`config.mk`:
```
export PLATFORM = sky130hd
export DESIGN_NAME = shell_sort_engine
export DESIGN_NICKNAME = d
export VERILOG_FILES = /design/src/sv/sse_pkg.sv /design/src/sv/sse_store.sv /design/src/sv/shell_sort_engine.sv
export SDC_FILE = /design/constraint.sdc
export NUM_CORES = 2
export LEC_CHECK = 0
export ABC_CLOCK_PERIOD_IN_PS = 5500
export BUFFER_PORTS_ARGS = -buffer_cell sky130_fd_sc_hd__buf_2
export CAP_MARGIN = 0
export CORE_AREA = 10 10 414 416
export CTS_BUF_LIST = sky130_fd_sc_hd__clkbuf_8 sky130_fd_sc_hd__clkbuf_16
export CTS_CLUSTER_DIAMETER = 120
export DETAILED_ROUTE_END_ITERATION = 8
export DIE_AREA = 0 0 424 426
export PLACE_DENSITY = 0.75
export SYNTH_ARGS = -nofsm -noshare
export SYNTH_HDL_FRONTEND = slang
export SYNTH_SLANG_ARGS = --single-unit
```
`constraint.sdc`:
```
create_clock -name clk -period 5.5 [get_ports clk]
set_input_delay 1.375 -clock clk [delete_from_list [all_inputs] [get_ports clk]]
set_output_delay 1.375 -clock clk [all_outputs]
set_load 0.05 [all_outputs]
```
`src/sv/sse_pkg.sv`:
```
// Shared types and constants for the shell sort engine.
// No dependencies; imported by shell_sort_engine and its bench.
package sse_pkg;

    localparam logic [15:0] CNT_MAX = 16'hFFFF;

    typedef struct packed {
        logic signed [31:0] value;
        logic               last;
    } item_word_t;

    typedef struct packed {
        logic signed [31:0] value_res;
        logic               last_res;
        logic [15:0]        comparisons;
        logic [15:0]        shifts;
        logic               overflow;
    } res_word_t;

    typedef enum logic [2:0] {
        ST_LOAD,
        ST_RD_HELD,
        ST_HOLD,
        ST_CMP,
        ST_PLACE,
        ST_EMIT_RD,
        ST_EMIT_LD
    } sse_state_t;

endpackage

```
`src/sv/sse_store.sv`:
```
// Element store: one write port, one read port, registered read data.
// Depends on nothing but its parameters.
module sse_store #(
    parameter int DEPTH = 64,
    parameter int AW    = 6
) (
    input  logic                 clk,
    input  logic                 we,
    input  logic [AW-1:0]        waddr,
    input  logic signed [31:0]   wdata,
    input  logic                 re,
    input  logic [AW-1:0]        raddr,
    output logic signed [31:0]   rdata
);

    logic signed [31:0] store_mem [DEPTH];
    logic signed [31:0] rdata_reg;

    // read data holds while no read is issued
    always_ff @(posedge clk)
    begin
        if (we)
        begin
            store_mem[waddr] <= wdata;
        end
        if (re)
        begin
            rdata_reg <= store_mem[raddr];
        end
    end

    assign rdata = rdata_reg;

endmodule

```
`src/sv/shell_sort_engine.sv`:
```
// Shell sort engine top level: load sequencer, sort sequencer, result register.
// Depends on sse_pkg and sse_store.
//
// Usage: words arrive on the item channel (item_valid/item_stall, payload item).
// Each word within DEPTH is written to the element store as it is accepted. A word with last set
// closes the set and starts the sort; words beyond DEPTH are dropped and the
// overflow bit of every result of that set is raised.
// The sort runs Shell sort with gaps n/2, n/4 .. 1 on the store (one write port, one read port).
// Each insertion step reads the held element (ST_RD_HELD, ST_HOLD), then takes one
// ST_CMP step per comparison, plus ST_PLACE when the element ends up at the front
// of its chain; the store's one read port sets this order. item_stall is high
// during sort and emission.
// Results leave on the res channel (res_valid/res_stall, payload res); each
// word takes a read of the store, then a load of the result register. While the
// receiver stalls, the result register holds and emission pauses. After the
// final word is loaded the block takes new items at once, even while that
// word still waits to be taken.
// Reset: element count, counters, overflow flag and res_valid clear; store
// contents are left as they are.
module shell_sort_engine
    import sse_pkg::*;
#(
    parameter int DEPTH = 64
) (
    input  logic       clk,
    input  logic       rst_n,
    input  logic       item_valid,
    output logic       item_stall,
    input  item_word_t item,
    output logic       res_valid,
    input  logic       res_stall,
    output res_word_t  res
);

    localparam int AW = (DEPTH > 1) ? $clog2(DEPTH) : 1;
    localparam int CW = $clog2(DEPTH + 1);

    sse_state_t state_reg, state_next;
    logic [CW-1:0] count_reg, count_next;
    logic [CW-1:0] n_reg, n_next;
    logic [AW-1:0] gap_reg, gap_next;
    logic [AW-1:0] i_reg, i_next;
    logic [AW-1:0] j_reg, j_next;
    logic [AW-1:0] k_reg, k_next;
    logic [15:0]   cmp_reg, cmp_next;
    logic [15:0]   shf_reg, shf_next;
    logic          ovf_reg, ovf_next;
    logic signed [31:0] held_reg, held_next;
    logic          res_valid_reg, res_valid_next;
    res_word_t     res_reg, res_next;
    logic          load_out;

    logic               mem_we;
    logic [AW-1:0]      mem_waddr;
    logic signed [31:0] mem_wdata;
    logic               mem_re;
    logic [AW-1:0]      mem_raddr;
    logic signed [31:0] mem_rdata;

    logic [AW-1:0] j_minus;
    logic [AW-1:0] gap_half;
    logic [CW:0]   i_inc;
    logic [CW:0]   k_inc;
    logic [CW:0]   n_ext;

    sse_store #(
        .DEPTH (DEPTH),
        .AW    (AW)
    ) u_store (
        .clk   (clk),
        .we    (mem_we),
        .waddr (mem_waddr),
        .wdata (mem_wdata),
        .re    (mem_re),
        .raddr (mem_raddr),
        .rdata (mem_rdata)
    );

    assign j_minus  = j_reg - gap_reg;
    assign gap_half = gap_reg >> 1;
    assign i_inc    = (CW + 1)'(i_reg) + (CW + 1)'(1);
    assign k_inc    = (CW + 1)'(k_reg) + (CW + 1)'(1);
    assign n_ext    = {1'b0, n_reg};

    always_ff @(posedge clk or negedge rst_n)
    begin
        if (!rst_n)
        begin
            state_reg     <= ST_LOAD;
            count_reg     <= '0;
            n_reg         <= '0;
            gap_reg       <= '0;
            i_reg         <= '0;
            j_reg         <= '0;
            k_reg         <= '0;
            cmp_reg       <= '0;
            shf_reg       <= '0;
            ovf_reg       <= 1'b0;
            res_valid_reg <= 1'b0;
        end
        else
        begin
            state_reg     <= state_next;
            count_reg     <= count_next;
            n_reg         <= n_next;
            gap_reg       <= gap_next;
            i_reg         <= i_next;
            j_reg         <= j_next;
            k_reg         <= k_next;
            cmp_reg       <= cmp_next;
            shf_reg       <= shf_next;
            ovf_reg       <= ovf_next;
            res_valid_reg <= res_valid_next;
        end
    end

    always_ff @(posedge clk)
    begin
        held_reg <= held_next;
        if (load_out)
        begin
            res_reg <= res_next;
        end
    end

    always_comb
    begin
        state_next = state_reg;
        count_next = count_reg;
        n_next     = n_reg;
        gap_next   = gap_reg;
        i_next     = i_reg;
        j_next     = j_reg;
        k_next     = k_reg;
        cmp_next   = cmp_reg;
        shf_next   = shf_reg;
        ovf_next   = ovf_reg;
        held_next  = held_reg;
        mem_we     = 1'b0;
        mem_waddr  = j_reg;
        mem_wdata  = held_reg;
        mem_re     = 1'b0;
        mem_raddr  = i_reg;
        load_out   = 1'b0;

        res_next.value_res   = mem_rdata;
        res_next.last_res    = (k_inc == n_ext);
        res_next.comparisons = cmp_reg;
        res_next.shifts      = shf_reg;
        res_next.overflow    = ovf_reg;

        unique case (state_reg)
            ST_LOAD:
            begin
                if (item_valid)
                begin
                    if (count_reg < CW'(DEPTH))
                    begin
                        mem_we     = 1'b1;
                        mem_waddr  = count_reg[AW-1:0];
                        mem_wdata  = item.value;
                        count_next = count_reg + CW'(1);
                    end
                    else
                    begin
                        ovf_next = 1'b1;
                    end
                    if (item.last)
                    begin
                        n_next   = count_next;
                        gap_next = AW'(count_next >> 1);
                        i_next   = AW'(count_next >> 1);
                        k_next   = '0;
                        cmp_next = '0;
                        shf_next = '0;
                        if (gap_next == '0)
                        begin
                            state_next = ST_EMIT_RD;
                        end
                        else
                        begin
                            state_next = ST_RD_HELD;
                        end
                    end
                end
            end

            ST_RD_HELD:
            begin
                mem_re     = 1'b1;
                mem_raddr  = i_reg;
                state_next = ST_HOLD;
            end

            ST_HOLD:
            begin
                held_next  = mem_rdata;
                j_next     = i_reg;
                mem_re     = 1'b1;
                mem_raddr  = i_reg - gap_reg;
                state_next = ST_CMP;
            end

            ST_CMP:
            begin
                if (cmp_reg != CNT_MAX)
                begin
                    cmp_next = cmp_reg + 16'd1;
                end
                mem_we    = 1'b1;
                mem_waddr = j_reg;
                if (mem_rdata > held_reg)
                begin
                    // move the larger element up by one gap
                    mem_wdata = mem_rdata;
                    if (shf_reg != CNT_MAX)
                    begin
                        shf_next = shf_reg + 16'd1;
                    end
                    j_next = j_minus;
                    if (j_minus >= gap_reg)
                    begin
                        mem_re    = 1'b1;
                        mem_raddr = j_minus - gap_reg;
                    end
                    else
                    begin
                        state_next = ST_PLACE;
                    end
                end
                else
                begin
                    mem_wdata = held_reg;
                    if (i_inc < n_ext)
                    begin
                        i_next     = i_reg + AW'(1);
                        state_next = ST_RD_HELD;
                    end
                    else if (gap_half == '0)
                    begin
                        state_next = ST_EMIT_RD;
                    end
                    else
                    begin
                        gap_next   = gap_half;
                        i_next     = gap_half;
                        state_next = ST_RD_HELD;
                    end
                end
            end

            ST_PLACE:
            begin
                // held element reached the front of its chain
                mem_we    = 1'b1;
                mem_waddr = j_reg;
                mem_wdata = held_reg;
                if (i_inc < n_ext)
                begin
                    i_next     = i_reg + AW'(1);
                    state_next = ST_RD_HELD;
                end
                else if (gap_half == '0)
                begin
                    state_next = ST_EMIT_RD;
                end
                else
                begin
                    gap_next   = gap_half;
                    i_next     = gap_half;
                    state_next = ST_RD_HELD;
                end
            end

            ST_EMIT_RD:
            begin
                mem_re     = 1'b1;
                mem_raddr  = k_reg;
                state_next = ST_EMIT_LD;
            end

            ST_EMIT_LD:
            begin
                if (!res_valid_reg || !res_stall)
                begin
                    load_out = 1'b1;
                    if (k_inc == n_ext)
                    begin
                        count_next = '0;
                        ovf_next   = 1'b0;
                        state_next = ST_LOAD;
                    end
                    else
                    begin
                        k_next     = k_reg + AW'(1);
                        state_next = ST_EMIT_RD;
                    end
                end
            end

            default:
            begin
                state_next = ST_LOAD;
            end
        endcase

        if (load_out)
        begin
            res_valid_next = 1'b1;
        end
        else if (!res_stall)
        begin
            res_valid_next = 1'b0;
        end
        else
        begin
            res_valid_next = res_valid_reg;
        end
    end

    assign item_stall = (state_reg != ST_LOAD);
    assign res_valid  = res_valid_reg;
    assign res        = res_reg;

    a_count_bound: assert property (@(posedge clk) disable iff (!rst_n)
        count_reg <= CW'(DEPTH))
        else $error("element count above depth");

    a_cmp_chain: assert property (@(posedge clk) disable iff (!rst_n)
        (state_reg == ST_CMP) |-> (j_reg >= gap_reg) && (gap_reg != '0))
        else $error("comparison outside gapped chain");

    a_index_range: assert property (@(posedge clk) disable iff (!rst_n)
        (state_reg == ST_RD_HELD) |-> ((CW + 1)'(i_reg) < n_ext) && (gap_reg != '0))
        else $error("insertion index out of range");

    a_shift_le_cmp: assert property (@(posedge clk) disable iff (!rst_n)
        shf_reg <= cmp_reg)
        else $error("more shifts than comparisons");

endmodule

```
# After elaboration in Yosys (flattened, before gate mapping)
# Memory sizes are Yosys's and may differ from the RTL's. A register that Yosys moved wholly into a read port is not among the register bits.
# Index checks and enable logic that the tools add are counted.
# word_totals
regBits	173
input_bits	37
out_inout_bits	68
word_cells	143
memories	1
mem_bits_rw	2048
# mem_list
memory	depth	word_bits	read_ports	rd_clocked_by_memory_dff	write_ports	line	text
u_store.store_mem	64	32	1	1	1	sse_store.sv:16	logic signed [31:0] store_mem [DEPTH];
# classes
n_reduce_logical	22
n_lt_le_gt_ge	4
addsub	10
muxes	68
n_eq_ne	21
# op_table
cell	n
two-way mux 6 bit	18
two-way mux 32 bit	3
two-way mux 16 bit	5
one-hot mux 16 bit (2 select lines)	2
one-hot mux 32 bit (2 select lines)	1
one-hot mux 6 bit (3 select lines)	3
two-way mux 7 bit	6
adder 16 x 1 -> 16 bit, second input constant	2
> comparator 32 bit	1
inequality test 16 bit, second input constant	2
two-way mux 3 bit	9
one-hot mux 6 bit (2 select lines)	2
one-hot mux 3 bit (7 select lines)	1
inequality test 2 bit, second input constant	10
subtractor 6 bit	3
AND reduction 4 bit	4
AND reduction 5 bit	3
adder 6 x 1 -> 7 bit, second input constant	2
two-way mux 1 bit	14
one-hot mux 7 bit (2 select lines)	1
adder 6 x 1 -> 6 bit, second input constant	2
logical NOT 6 bit	2
equality test 3 bit, second input constant	3
adder 7 x 1 -> 7 bit, second input constant	1
18 further kinds	25

# Depth between registers and ports, before layout
# depth
depth_word	9
depth_mapped	25
depth_no_buf	20

# Cells and area by module
# A second synthesis with hierarchy kept.
# hier_totals
hier_cells	4210
area_unflattened_um2	88273.4
# modules_own_cells
module	area_each_um2	instances	cells_per_inst	seq_area_each_um2
sse_store	78843.1	1	3324	62459.9
shell_sort_engine	9430.3	1	886	4819.6

# Worst setup path before layout
# OpenSTA, ideal clock, no wires.
# synth_timing
kind	input to register
from	input res_stall
to	register k_reg[4]
n_path_buf	0
setup_ps	112
required_ps	5388
setup_slack_ps	-348
arrival_time_ps	5736
cell_stages	3
path_cell_list	a21oi_1 nand2_1 o31ai_1
# synth_between
elab_chain_len	4
# synth_rtl
item	line	text
start: declaration	shell_sort_engine.sv:31	input logic res_stall,
logical NOT 1 bit	--	
logical OR 1 bit	shell_sort_engine.sv:284	if (!res_valid_reg || !res_stall)
inequality test 2 bit (no line)	--	
AND reduction 5 bit (no line)	--	
end signal: assignment	shell_sort_engine.sv:109	k_reg <= k_next;
end: declaration	shell_sort_engine.sv:44	logic [AW-1:0] k_reg, k_next;
# Every way passes these cells.
# A chain may end at the register's enable or synchronous reset.

# Final worst setup path
# layout_timing
from	register j_reg[0]
to	register u_store.rdata_reg[13], in the netlist u_store.rdata[13] (read register of u_store.store_mem), data pin
# layout_between
elab_chain_len	5
elab_cells_between_ends	9
classes_between	add/sub (2); order compare (1); mux (6)
# layout_rtl
item	line	text
start: declaration	shell_sort_engine.sv:43	logic [AW-1:0] j_reg, j_next;
start signal: assignment	shell_sort_engine.sv:108	j_reg <= j_next;
subtractor 6 bit *	shell_sort_engine.sv:79	assign j_minus = j_reg - gap_reg;
subtractor 6 bit or >= comparator 6 bit (tied branches)	shell_sort_engine.sv:224, shell_sort_engine.sv:221	
two-way mux 6 bit or two-way mux 1 bit (tied branches)	shell_sort_engine.sv:221	if (j_minus >= gap_reg)
two-way mux 6 bit or two-way mux 1 bit (tied branches)	shell_sort_engine.sv:212	if (mem_rdata > held_reg)
one-hot mux 6 bit (3 select lines) or one-hot mux 1 bit (2 select lines) (tied branches)	shell_sort_engine.sv:152	unique case (state_reg)
end: declaration	sse_store.sv:17	logic signed [31:0] rdata_reg;
# Every way passes the cells marked *; elsewhere a longest branch is shown, timed or not.

==> impl_results.md <==
- Worst EP arrival: ~5.9 ns
- Initial antenna violation count: 14
- Bufs on Longest Clock Path: 3
- Synth Area in Simple Gates: around 7.7%
- Worst Setup End Kind: flop
- Final setup fails: 0
- Startpoint Class: flop
- Placed Cells: between 8000 and 9000
- CTS Root Cell: clkbuf_16
- CTS tree: yes
- Drt wl/cell: roughly 28 um
- Commonest non-fill, non-tap cell in the layout: edfxtp_1
- Die Span X: ~420 um
- Post-layout nets: 6615
- Drt drc: 0
- Most frequent cells in the layout: edfxtp_1, mux2i_1, nand2_1
- Largest family of logic cells by synthesized area: multiplexers
- Synthesized cell area: about 0.092 mm2
- Vias in the first global route: approximately 54000
- Worst hold path type: flop to flop
- Initial Util: between 50% and 60%
- Worst-Margin Slew: around 1.2 ns
- First-pass GRT wire length: between 300 and 400 mm
- Clock H-tree levels: 4
- Clk_lat worst skew: between 0.8 and 0.9 ns
- Row cnt: 148
- Rel. slew slack: between 10% and 20%
- 1st-iter DRT viols: around 8000
- Max_cap viols: 0
- Worst EP required: roughly 6.1 ns
- Core Area: between 0.15 and 0.2 mm2
- EDFF count, synth: 2178
- Setup Skew: about 0.037 ns
- Mapped Nets: about 6200
- Overall Global Routing Usage: about a quarter
- Fraction of layout cells with a size suffix above 1: 15.8%
- FF+latch count, synth: ~2300
- Vias: about 56000
- Final WL: between 200 and 300 mm
- Synth Area in XOR/XNOR: less than 1%
- Detail Placement HPWL: about 150 mm
- Die area: 0.181 mm2
- Largest register FFs: roughly 2000
- Final min period: approximately 5.4 ns
- Final Hold Violating Endpoints: 0
- IO buf count: ~100
- Mean area per synthesized cell: between 15 and 20 um2
- Max-slew violation count: 0
- Status: finished, final reports clean
- Synth Area in Adders: less than 1%
- Layout Cells excl Fill: just under 9000
- Drt pass-1 iters: 8
- Synth Area in Compound Gates: ~4.8%
- Final ANT Viol Nets: 0
- Multiplexer area fraction after synthesis: a little over a tenth
- Placer Congestion: just over 0.9
- Die height: approximately 430 um
- Max Fclk: 187 MHz
- Via-per-instance ratio: about 6.4
- Critical path class: flop to flop
- Sink Count: about 2300
- Yosys warns: 0
- Area Growth Syn to Fin: 15.9%
- GRT overflow: 0
- Asr flop ratio synth: between 3 and 4%
- Clock slew at reported path FFs: 0.07 ns
- Gate Count Post-Synth: about 6000
- Ports: roughly 110
- Num CTS Buffers: 214
- Count of different cell masters after synthesis: 83
- Layout Utilization: around two thirds
- Ys flop type: edfxtp_1
- Largest net degree at the start of global routing: 76
- Peak fanout along the critical path: 29
- Crit share post-route: 97.4%
- Seq/Total Area, Yosys: about 73%
## path summary, 6_finish.rpt
path                           from                 to  slack [ns]  cells past startpoint
max                        j_reg[0]  u_store.rdata[13]        0.14                     23
min                         ovf_reg             res[0]        0.49                      0
max reg2reg                j_reg[0]  u_store.rdata[13]        0.14                     23
min reg2reg                 ovf_reg             res[0]        0.49                      0
max in group asynchronous     rst_n         shf_reg[4]        4.17                      1
min in group asynchronous     rst_n         gap_reg[3]        0.69                      1
## layout make-up
class,count,area [um2]
antenna,2,5.00
clock buffer,222,5510
clock inverter,167,1310
fill,10900,55700
inverter,101,379
multi-input combinational,3376,23900
sequential,2253,67300
tap,2175,2720
timing repair buffer,570,5800
## kinds of logic after synthesis
| group | count (synthesis) |
|---|---|
| XOR/XNOR | 52 |
| AND/OR/NAND/NOR | 1624 |
| flip-flops | 2253 |
| adder cells (fa/ha/maj) | 62 |
| buffers and inverters | 444 |
| multiplexers | 997 |
| AO/OA/AOI/OAI | 639 |
## synth_stat cells, types with 34 or more instances
library cell  instances  area, um2
a211oi_1             34        255
a21oi_1             201       1010
a22oi_1              59        443
buf_2               169        846
clkbuf_1            115        432
dfrtp_1              75       1880
edfxtp_1           2178      65400
ha_1                 59        738
inv_1               100        375
mux2i_1             989       9900
nand2_1             916       3440
nand3_1             394       1970
nor2_1              136        510
nor3_1               40        200
o21ai_0              68        340
## metrics by stage
stage	worst slack, ns	TNS [ns]	cell area, um2	hold slack, ns
after CTS	-0.0514	-0.0835	106000	0.489
after global placement	-0.452	-4.59	98600	0.450
final	0.144	0	107000	0.491
after floorplan	0.918	0	92200	0.433
after detailed placement	-0.402	-4.64	98600	0.474
after global routing	-0.0630	-0.291	107000	0.504
## critical path, stage by stage (launching register included)
cell and delay (ns):
dfrtp_1 0.40, inv_2 0.08, ha_4 0.12, inv_2 0.04, fa_2 0.36, a21oi_2 0.16, nor2_1 0.07, nor2_1 0.15
xnor2_1 0.12, ha_1 0.38, nand4_1 0.14, o221ai_2 0.19, a21o_1 0.23, and2_4 0.19, o31a_1 0.19, mux2_4 0.33
and2_4 0.23, buf_4 0.19, buf_12 0.17, mux2i_1 0.16, mux2i_1 0.24, o32ai_1 0.15, buf_4 0.17, or4_4 0.56
## layer usage
metal	routed length, um	global-route usage [%]
met1	93500	35.2
met5	34	0
met4	10800	10.6
met3	28600	6.03
met2	117000	42.5
## repair_timing
item / CTS / global route
pin swaps: 4 / 23
gates resized for setup: 31 / 70
cloned: 2 / 14
endpoints found under the hold margin: 0 / 0
setup endpoints to repair: 27 / 31
setup buffers: 8 / 46
hold buffers: 0 / 0
Power is not shown: default switching activity piles up to over one toggle a cycle in this logic, so the estimate is an artifact.
